[src/sv/rfb_pkg.sv]
// ----------------------------------------------------------------------------
// rfb_pkg
// Shared types, constants and the CRC-16 byte step of the request frame
// builder.
// ----------------------------------------------------------------------------
package rfb_pkg;

  localparam int unsigned CMD_DEPTH_DEF = 4;
  localparam int unsigned OUT_DEPTH_DEF = 2;
  localparam int unsigned CFG_IDX_W     = 2;
  localparam int unsigned CFG_DATA_W    = 8;

  localparam logic [CFG_IDX_W-1:0] CFG_DEVICE_TYPE    = 2'd0;
  localparam logic [CFG_IDX_W-1:0] CFG_DEVICE_ADDRESS = 2'd1;

  localparam logic [7:0]  MARK_BYTE      = 8'hB6;
  localparam logic [7:0]  SYNC_BYTE      = 8'h49;
  localparam logic [7:0]  FILL_BYTE      = 8'hFF;
  localparam logic [7:0]  STUFF_BYTE     = 8'h00;
  localparam logic [7:0]  LEN_BIAS       = 8'd2;
  localparam logic [15:0] CRC_POLY       = 16'h8408;
  localparam logic [7:0]  TYPE_RESET     = 8'h00;
  localparam logic [7:0]  ADDRESS_RESET  = 8'hFF;

  typedef struct packed {
    logic       start_req;
    logic [7:0] repeat_byte;
    logic [7:0] command;
    logic [7:0] param_count;
    logic [7:0] param_byte;
  } in_word_t;

  typedef struct packed {
    logic [7:0] out_byte;
    logic       run_last;
    logic       frame_end;
  } out_word_t;

  typedef struct packed {
    logic [7:0] device_type;
    logic [7:0] device_address;
  } cfg_t;

  // one classified item between front and back
  typedef struct packed {
    logic       is_start;
    logic       close;
    logic [7:0] data;
    logic [7:0] cmd;
    logic [7:0] len;
  } op_t;

  function automatic logic [15:0] crc_byte(input logic [15:0] c, input logic [7:0] b);
    logic [15:0] v;
    v = c ^ {8'h00, b};
    for (int k = 0; k < 8; k++) begin
      v = v[0] ? ((v >> 1) ^ CRC_POLY) : (v >> 1);
    end
    return v;
  endfunction

endpackage

[src/sv/request_frame_builder_unit.sv]
// ----------------------------------------------------------------------------
// request_frame_builder_unit
// Request frame builder: header, parameters, CRC-16 and B6/00 byte stuffing.
// The first byte of an item passes the command queue, then the output queue.
// The back sequencer emits one line byte per cycle while an op is queued and
// the output queue is not full.
// Reset (synchronous, rst_n low): queues emptied, no frame open, CRC cleared,
// device_type to 00 and device_address to FF.
// ----------------------------------------------------------------------------
module request_frame_builder_unit #(
  parameter int unsigned CMD_DEPTH = rfb_pkg::CMD_DEPTH_DEF,
  parameter int unsigned OUT_DEPTH = rfb_pkg::OUT_DEPTH_DEF
) (
  input  logic                             clk,
  input  logic                             rst_n,
  input  logic                             cfg_we,
  input  logic [rfb_pkg::CFG_IDX_W-1:0]    cfg_idx,
  input  logic [rfb_pkg::CFG_DATA_W-1:0]   cfg_wdata,
  input  logic                             in_push,
  output logic                             in_full,
  input  rfb_pkg::in_word_t                in_word,
  output logic                             out_empty,
  input  logic                             out_pop,
  output rfb_pkg::out_word_t               out_word
);

  localparam int unsigned OP_W  = $bits(rfb_pkg::op_t);
  localparam int unsigned OUT_W = $bits(rfb_pkg::out_word_t);

  rfb_pkg::cfg_t      cfg_r;
  rfb_pkg::op_t       q_op, q_head;
  rfb_pkg::out_word_t o_word;
  logic               q_push, q_pop, q_full, q_empty;
  logic               o_push, o_full;
  logic [OP_W-1:0]    q_rdata;
  logic [OUT_W-1:0]   o_rdata;

  always_ff @(posedge clk) begin
    if (!rst_n) begin
      cfg_r.device_type    <= rfb_pkg::TYPE_RESET;
      cfg_r.device_address <= rfb_pkg::ADDRESS_RESET;
    end else if (cfg_we) begin
      case (cfg_idx)
        rfb_pkg::CFG_DEVICE_TYPE:    cfg_r.device_type    <= cfg_wdata;
        rfb_pkg::CFG_DEVICE_ADDRESS: cfg_r.device_address <= cfg_wdata;
        default: ;
      endcase
    end
  end

  assign in_full = q_full;

  rfb_front u_front (
    .clk     (clk),
    .rst_n   (rst_n),
    .in_push (in_push),
    .in_word (in_word),
    .q_full  (q_full),
    .q_push  (q_push),
    .q_op    (q_op)
  );

  rfb_fifo #(
    .WIDTH (OP_W),
    .DEPTH (CMD_DEPTH)
  ) u_cmd_q (
    .clk   (clk),
    .rst_n (rst_n),
    .push  (q_push),
    .wdata (q_op),
    .full  (q_full),
    .pop   (q_pop),
    .rdata (q_rdata),
    .empty (q_empty)
  );

  assign q_head = rfb_pkg::op_t'(q_rdata);

  rfb_back u_back (
    .clk     (clk),
    .rst_n   (rst_n),
    .cfg     (cfg_r),
    .q_empty (q_empty),
    .q_head  (q_head),
    .q_pop   (q_pop),
    .o_full  (o_full),
    .o_push  (o_push),
    .o_word  (o_word)
  );

  rfb_fifo #(
    .WIDTH (OUT_W),
    .DEPTH (OUT_DEPTH)
  ) u_out_q (
    .clk   (clk),
    .rst_n (rst_n),
    .push  (o_push),
    .wdata (o_word),
    .full  (o_full),
    .pop   (out_pop),
    .rdata (o_rdata),
    .empty (out_empty)
  );

  assign out_word = rfb_pkg::out_word_t'(o_rdata);

endmodule

[src/sv/rfb_fifo.sv]
// ----------------------------------------------------------------------------
// rfb_fifo
// Small synchronous queue in flops; head word is visible while not empty.
// ----------------------------------------------------------------------------
module rfb_fifo #(
  parameter int unsigned WIDTH = 8,
  parameter int unsigned DEPTH = 2
) (
  input  logic             clk,
  input  logic             rst_n,
  input  logic             push,
  input  logic [WIDTH-1:0] wdata,
  output logic             full,
  input  logic             pop,
  output logic [WIDTH-1:0] rdata,
  output logic             empty
);

  localparam int unsigned PTR_W = (DEPTH > 1) ? $clog2(DEPTH) : 1;
  localparam int unsigned CNT_W = $clog2(DEPTH + 1);

  logic [WIDTH-1:0] mem_r [DEPTH];
  logic [PTR_W-1:0] wr_ptr_r, wr_ptr_nxt;
  logic [PTR_W-1:0] rd_ptr_r, rd_ptr_nxt;
  logic [CNT_W-1:0] cnt_r, cnt_nxt;
  logic             do_push, do_pop;

  assign full    = (cnt_r == CNT_W'(DEPTH));
  assign empty   = (cnt_r == '0);
  assign do_push = push && !full;
  assign do_pop  = pop && !empty;
  assign rdata   = mem_r[rd_ptr_r];

  always_comb begin
    wr_ptr_nxt = wr_ptr_r;
    rd_ptr_nxt = rd_ptr_r;
    cnt_nxt    = cnt_r;
    if (do_push) begin
      wr_ptr_nxt = (wr_ptr_r == PTR_W'(DEPTH - 1)) ? '0 : wr_ptr_r + 1'b1;
    end
    if (do_pop) begin
      rd_ptr_nxt = (rd_ptr_r == PTR_W'(DEPTH - 1)) ? '0 : rd_ptr_r + 1'b1;
    end
    if (do_push && !do_pop) begin
      cnt_nxt = cnt_r + 1'b1;
    end else if (do_pop && !do_push) begin
      cnt_nxt = cnt_r - 1'b1;
    end
  end

  always_ff @(posedge clk) begin
    if (!rst_n) begin
      wr_ptr_r <= '0;
      rd_ptr_r <= '0;
      cnt_r    <= '0;
    end else begin
      wr_ptr_r <= wr_ptr_nxt;
      rd_ptr_r <= rd_ptr_nxt;
      cnt_r    <= cnt_nxt;
    end
  end

  always_ff @(posedge clk) begin
    if (do_push) begin
      mem_r[wr_ptr_r] <= wdata;
    end
  end

endmodule

[src/sv/rfb_front.sv]
// ----------------------------------------------------------------------------
// rfb_front
// Accepts input words, tracks the open frame and the parameters still due,
// and queues one classified op per useful word.
// ----------------------------------------------------------------------------
module rfb_front (
  input  logic              clk,
  input  logic              rst_n,
  input  logic              in_push,
  input  rfb_pkg::in_word_t in_word,
  input  logic              q_full,
  output logic              q_push,
  output rfb_pkg::op_t      q_op
);

  logic       frame_open_r, frame_open_nxt;
  logic [7:0] left_r, left_nxt;
  logic       accept;

  assign accept = in_push && !q_full;

  always_comb begin
    frame_open_nxt = frame_open_r;
    left_nxt       = left_r;
    q_push         = 1'b0;
    q_op.is_start  = in_word.start_req;
    q_op.data      = in_word.start_req ? in_word.repeat_byte : in_word.param_byte;
    q_op.cmd       = in_word.command;
    q_op.len       = in_word.param_count + rfb_pkg::LEN_BIAS;
    q_op.close     = in_word.start_req ? (in_word.param_count == 8'd0) : (left_r == 8'd1);
    if (accept) begin
      if (in_word.start_req) begin
        q_push         = 1'b1;
        left_nxt       = in_word.param_count;
        frame_open_nxt = (in_word.param_count != 8'd0);
      end else if (frame_open_r) begin
        q_push         = 1'b1;
        left_nxt       = left_r - 8'd1;
        frame_open_nxt = (left_r != 8'd1);
      end
    end
  end

  always_ff @(posedge clk) begin
    if (!rst_n) begin
      frame_open_r <= 1'b0;
      left_r       <= '0;
    end else begin
      frame_open_r <= frame_open_nxt;
      left_r       <= left_nxt;
    end
  end

endmodule

[src/sv/rfb_back.sv]
// ----------------------------------------------------------------------------
// rfb_back
// Byte sequencer: walks the header, parameter and CRC bytes of each op,
// folds frame bytes into the CRC and inserts a 00 after every inner B6.
// ----------------------------------------------------------------------------
module rfb_back (
  input  logic               clk,
  input  logic               rst_n,
  input  rfb_pkg::cfg_t      cfg,
  input  logic               q_empty,
  input  rfb_pkg::op_t       q_head,
  output logic               q_pop,
  input  logic               o_full,
  output logic               o_push,
  output rfb_pkg::out_word_t o_word
);

  localparam logic [3:0] ST_MARK  = 4'd0;
  localparam logic [3:0] ST_SYNC  = 4'd1;
  localparam logic [3:0] ST_TYPE  = 4'd2;
  localparam logic [3:0] ST_ADDR  = 4'd3;
  localparam logic [3:0] ST_FILL  = 4'd4;
  localparam logic [3:0] ST_LEN   = 4'd5;
  localparam logic [3:0] ST_REP   = 4'd6;
  localparam logic [3:0] ST_CMD   = 4'd7;
  localparam logic [3:0] ST_PAR   = 4'd8;
  localparam logic [3:0] ST_CRCLO = 4'd9;
  localparam logic [3:0] ST_CRCHI = 4'd10;
  localparam logic [3:0] ST_DONE  = 4'd11;

  logic [3:0]  step_r, step_nxt;
  logic        begin_r, begin_nxt;
  logic        stuff_r, stuff_nxt;
  logic        stuff_last_r, stuff_last_nxt;
  logic        stuff_end_r, stuff_end_nxt;
  logic [15:0] crc_r, crc_nxt;

  logic [3:0]  step;
  logic [3:0]  step_next;
  logic [7:0]  cur_byte;
  logic        is_final;
  logic        need_stuff;
  logic        go;

  assign go   = !q_empty && !o_full;
  assign step = begin_r ? (q_head.is_start ? ST_MARK : ST_PAR) : step_r;

  always_comb begin
    case (step)
      ST_MARK:  cur_byte = rfb_pkg::MARK_BYTE;
      ST_SYNC:  cur_byte = rfb_pkg::SYNC_BYTE;
      ST_TYPE:  cur_byte = cfg.device_type;
      ST_ADDR:  cur_byte = cfg.device_address;
      ST_FILL:  cur_byte = rfb_pkg::FILL_BYTE;
      ST_LEN:   cur_byte = q_head.len;
      ST_REP:   cur_byte = q_head.data;
      ST_CMD:   cur_byte = q_head.cmd;
      ST_PAR:   cur_byte = q_head.data;
      ST_CRCLO: cur_byte = crc_r[7:0];
      ST_CRCHI: cur_byte = crc_r[15:8];
      default:  cur_byte = rfb_pkg::STUFF_BYTE;
    endcase
  end

  always_comb begin
    case (step)
      ST_CMD, ST_PAR: step_next = q_head.close ? ST_CRCLO : ST_DONE;
      ST_CRCLO:       step_next = ST_CRCHI;
      ST_CRCHI:       step_next = ST_DONE;
      ST_DONE:        step_next = ST_DONE;
      default:        step_next = step + 4'd1;
    endcase
  end

  assign is_final   = (step_next == ST_DONE);
  assign need_stuff = (cur_byte == rfb_pkg::MARK_BYTE) && (step != ST_MARK);

  always_comb begin
    step_nxt       = step_r;
    begin_nxt      = begin_r;
    stuff_nxt      = stuff_r;
    stuff_last_nxt = stuff_last_r;
    stuff_end_nxt  = stuff_end_r;
    crc_nxt        = crc_r;
    q_pop          = 1'b0;
    o_push         = 1'b0;
    o_word         = '{out_byte: rfb_pkg::STUFF_BYTE,
                       run_last: stuff_last_r,
                       frame_end: stuff_end_r};
    if (go) begin
      o_push = 1'b1;
      if (stuff_r) begin
        stuff_nxt = 1'b0;
        if (stuff_last_r) begin
          q_pop     = 1'b1;
          begin_nxt = 1'b1;
        end
      end else begin
        o_word.out_byte  = cur_byte;
        o_word.run_last  = is_final && !need_stuff;
        o_word.frame_end = (step == ST_CRCHI) && !need_stuff;
        step_nxt         = step_next;
        begin_nxt        = 1'b0;
        case (step)
          ST_MARK:  crc_nxt = rfb_pkg::crc_byte(16'h0000, rfb_pkg::MARK_BYTE);
          ST_CRCLO: crc_nxt = crc_r;
          ST_CRCHI: crc_nxt = 16'h0000;
          default:  crc_nxt = rfb_pkg::crc_byte(crc_r, cur_byte);
        endcase
        if (need_stuff) begin
          stuff_nxt      = 1'b1;
          stuff_last_nxt = is_final;
          stuff_end_nxt  = (step == ST_CRCHI);
        end else if (is_final) begin
          q_pop     = 1'b1;
          begin_nxt = 1'b1;
        end
      end
    end
  end

  always_ff @(posedge clk) begin
    if (!rst_n) begin
      step_r       <= ST_MARK;
      begin_r      <= 1'b1;
      stuff_r      <= 1'b0;
      stuff_last_r <= 1'b0;
      stuff_end_r  <= 1'b0;
      crc_r        <= '0;
    end else begin
      step_r       <= step_nxt;
      begin_r      <= begin_nxt;
      stuff_r      <= stuff_nxt;
      stuff_last_r <= stuff_last_nxt;
      stuff_end_r  <= stuff_end_nxt;
      crc_r        <= crc_nxt;
    end
  end

  a_stuff_is_zero: assert property (@(posedge clk) disable iff (!rst_n)
    (go && stuff_r) |-> (o_word.out_byte == rfb_pkg::STUFF_BYTE))
    else $error("stuffed byte not zero");

  a_stuff_after_mark: assert property (@(posedge clk) disable iff (!rst_n)
    $rose(stuff_r) |-> $past(o_push && o_word.out_byte == rfb_pkg::MARK_BYTE))
    else $error("stuff pending without a preceding B6");

  a_end_is_last: assert property (@(posedge clk) disable iff (!rst_n)
    (o_push && o_word.frame_end) |-> o_word.run_last)
    else $error("frame end not on the last byte of its op");

  a_pop_on_last: assert property (@(posedge clk) disable iff (!rst_n)
    q_pop |-> (o_push && o_word.run_last))
    else $error("op retired without its last byte");

endmodule
[config.mk]
export PLATFORM = sky130hd
export DESIGN_NAME = request_frame_builder_unit
export DESIGN_NICKNAME = d
export VERILOG_FILES = /design/src/sv/rfb_pkg.sv /design/src/sv/request_frame_builder_unit.sv /design/src/sv/rfb_fifo.sv /design/src/sv/rfb_front.sv /design/src/sv/rfb_back.sv
export SDC_FILE = /design/constraint.sdc
export NUM_CORES = 1
export LEC_CHECK = 0
export BUFFER_PORTS_ARGS = -buffer_cell sky130_fd_sc_hd__buf_4
export CORE_UTILIZATION = 45
export CTS_BUF_LIST = sky130_fd_sc_hd__clkbuf_16
export DETAILED_ROUTE_END_ITERATION = 10
export SYNTH_ARGS = -nofsm -noshare
export SYNTH_HDL_FRONTEND = slang
export SYNTH_SLANG_ARGS = --single-unit
[constraint.sdc]
create_clock -name clk -period 9.8 [get_ports clk]
set_input_delay 1.96 -clock clk [delete_from_list [all_inputs] [get_ports clk]]
set_output_delay 1.96 -clock clk [all_outputs]
set_load 0.1 [all_outputs]
==> impl_metrics.ini <==
[timing]
clock.fmax_ghz = 0.1924
finalSetupViolCount = 0
rsz0062_at_grt = false
fin_skew_ps = 11.45
final_hold_viol_count = 0
setup_ws_ps = 4603
setup_tns_ps = 0
max-slew-margin-rel = 0.2554
finalMaxSlewViolations = 0
fin_crit_sh = 0.5304
fin_crit_ps = 5197
tightestPinTransition_ps = 1102

[critical_path]
slowest_delay_ps = 970
rrSetupSlack_ps = 4600
reg2reg_depth = 17
cp_top_family = simple AND/OR/NAND/NOR gates
path_buf_inv = 2
worstSetupStartpointType = flip-flop
path_cells = nor2b_1, ha_1, nor4bb_2, a22o_1, a31oi_1, o21ai_0, nor3_1, or3_1, nor2_1, o22ai_1, inv_2, ha_1, inv_1, fa_1, xor2_1, or3_1, a21boi_0
cp_slowest_cell = nor4bb_2
cp.depth = 17
rr_endpoint = u_cmd_q.cnt_r[2]
cp_max_fo = 17
cp-end-kind = flip-flop
cp.arrival_ps = 5540
crit_start = u_back.begin_r
reg2reg_from = u_back.begin_r
path_class = reg -> reg
cp-endpoint = u_cmd_q.cnt_r[2]
required_ps = 10150

[place]
io_buffers = 59
dpl.hpwl_mm = 13.52
gp_congestion = 0.8748
dp_slack_ps = 4649
placed_cells = 943

[clocking]
htreeDepth = 4
cts_buffer_depth = 2
cts_sinks = 187
clock_latency_ps = 430
cts_tree = yes
cts-hold-fix-buffers = 0
path_clk_slew_ps = 70
cts-root-buf = clkbuf_16
cts_made_buffers = 17
cts_resized = 0
cts_setup_buffers = 0

[routing]
wl_per_cell_um = 20.23
num_vias = 5673
detail-route-antenna-nets = 0
avgViaCountPerCell = 5.818
drt_wl_total_mm = 19.73
first_pass_iters = 7
remaining_drc_errors = 0
drtIter0Drc = 392

[yosys]
avgSynthCellArea_um2 = 12.69
synthCells = 675
synthFlopType = edfxtp_1
synth_edf_count = 124
netlist_area_mm2 = 0.008564
syn_nets = 738
synth.distinct_cells = 65
yosysWarnings = 0
async_flop_share = 0
ys_seq_area_frac = 0.5820
ys_ff_latch = 187

[layout]
diodes = 0
final_core_util = 0.5269
drive_above_1_share = 0.2105
finalNonFillerCells = 975
nNetsFinal = 791
area_growth_pct = 15.08
seq_area_mm2 = 0.004986
multi_input_area_mm2 = 0.003377
n_fill_cell = 1577

[floorplan]
dieArea_mm2 = 0.01959
die-width_um = 140.0
die_h_um = 140.0
ioPinCount = 60
start_util = 0.4579
row_count = 50
coreArea_mm2 = 0.01871

[flow_run]
drv_cap = 0

[global_route]
grt_antenna_before_repair = 0
grt_overflow = 0
grt_pass1_vias = 5764
grt_pass1_wl_mm = 31.31
grt_max_degree = 55
track_usage = 0.2117

[worst_hold_path]
hold_path.class = reg -> reg

[power]
ir_drop_mv = 0.1296
p_total_uw = 2956
power.leakage_uw = 0.003521
p_per_area_mw_per_mm2 = 300.0

[run_status]
status = finished clean
## cells in the final DEF, fill, tap and decap left out, drive strengths merged, types with 18 or more instances in the layout
cell type	synthesis	layout
edfxtp	124	124
buf	6	68
dfxtp	63	63
nand2	49	49
nor2	43	43
o21ai	33	33
inv	19	27
mux4	24	24
mux2	21	21
a21oi	21	21
nand3	19	19
nor2b	18	18
## flip-flops by register name (all words and copies together) (netlist names), named ones only
name,cells
cfg_r,16
u_back.begin_r,1
u_back.crc_r,16
u_back.step_r,4
u_back.stuff_end_r,1
u_back.stuff_last_r,1
u_back.stuff_r,1
u_cmd_q.cnt_r,3
u_cmd_q.mem_r,104
u_cmd_q.rd_ptr_r,2
u_cmd_q.wr_ptr_r,2
u_front.frame_open_r,1
u_front.left_r,8
u_out_q.cnt_r,2
u_out_q.mem_r,20
u_out_q.rd_ptr_r,1
u_out_q.wr_ptr_r,1
## how the worst min path moves through the flow
stage          startpoint       end  slack [ps]  cells past startpoint
3_5_place_dp     cfg_r[3]  cfg_r[3]         460                      2
2_1_floorplan    cfg_r[3]  cfg_r[3]         430                      2
3_3_place_gp     cfg_r[3]  cfg_r[3]         460                      2
6_report         cfg_r[3]  cfg_r[3]         470                      2
5_1_grt          cfg_r[3]  cfg_r[3]         490                      2
4_1_cts          cfg_r[3]  cfg_r[3]         470                      2
## cell type report
type	count	area share
clock buffer	17	0.04316
clock inverter	15	0.01955
inverter	19	0.007236
multi-input combinational	435	0.3426
sequential	187	0.5059
tap	234	0.02971
timing repair buffer	68	0.05180
## cells by family (layout without fill, tap and decap cells)
family | Yosys count | count (layout) | synth area share
simple gates | 192 | 192 | 0.1159
flops | 187 | 187 | 0.5820
compound gates | 138 | 138 | 0.1107
mux | 62 | 62 | 0.1106
buf+inv | 53 | 119 | 0.02440
xor+xnor | 28 | 28 | 0.03360
fa+ha+maj | 15 | 15 | 0.02279
## worst reg2reg max path, stage by stage, from the launching register on
cell	delay, ps
dfxtp_1	490
nor2b_1	350
ha_1	570
nor4bb_2	970
a22o_1	300
a31oi_1	50
o21ai_0	110
nor3_1	120
or3_1	420
nor2_1	160
o22ai_1	180
inv_2	110
ha_1	170
inv_1	60
fa_1	370
xor2_1	170
or3_1	310
a21boi_0	200
## power breakdown
group	internal (uW)	leakage [uW]	switching, uW	total (uW)
combinational	409	0.00157	763	1170
sequential	988	0.00165	83.9	1070
clock	390	0.000300	323	713
## through the flow
stage	hold WS, ps	cell area [um2]
after floorplan	432.1	8564
after global placement	456.3	9238
after detailed placement	455.7	9238
after CTS	471.1	9856
after global routing	490.9	9856
final	469.4	9856
## cell usage after synthesis (all sizes together) (9+ instances only)
cell / count / share of area
a211oi: 9 / 0.0079
a21oi: 21 / 0.012
a22o: 10 / 0.010
a22oi: 17 / 0.015
and2: 16 / 0.012
clkbuf: 28 / 0.012
dfxtp: 63 / 0.15
edfxtp: 124 / 0.43
ha: 14 / 0.020
inv: 19 / 0.0083
mux2: 21 / 0.028
mux2i: 17 / 0.020
mux4: 24 / 0.063
nand2: 49 / 0.021
nand3: 19 / 0.011
nor2: 43 / 0.019
nor2b: 18 / 0.013
nor3: 11 / 0.0082
o21ai: 33 / 0.019
xnor2: 12 / 0.012
xor2: 13 / 0.013
## per-layer routing
metal	vias to the layer above	wire length, um	track usage
li1	2668	-	-
met1	2838	8929	0.2722
met2	150	9542	0.3568
met3	17	992	0.05265
met4	0	262	0.05668
met5	-	0	0
No activity file was read; power rests on OpenSTA's default activity.
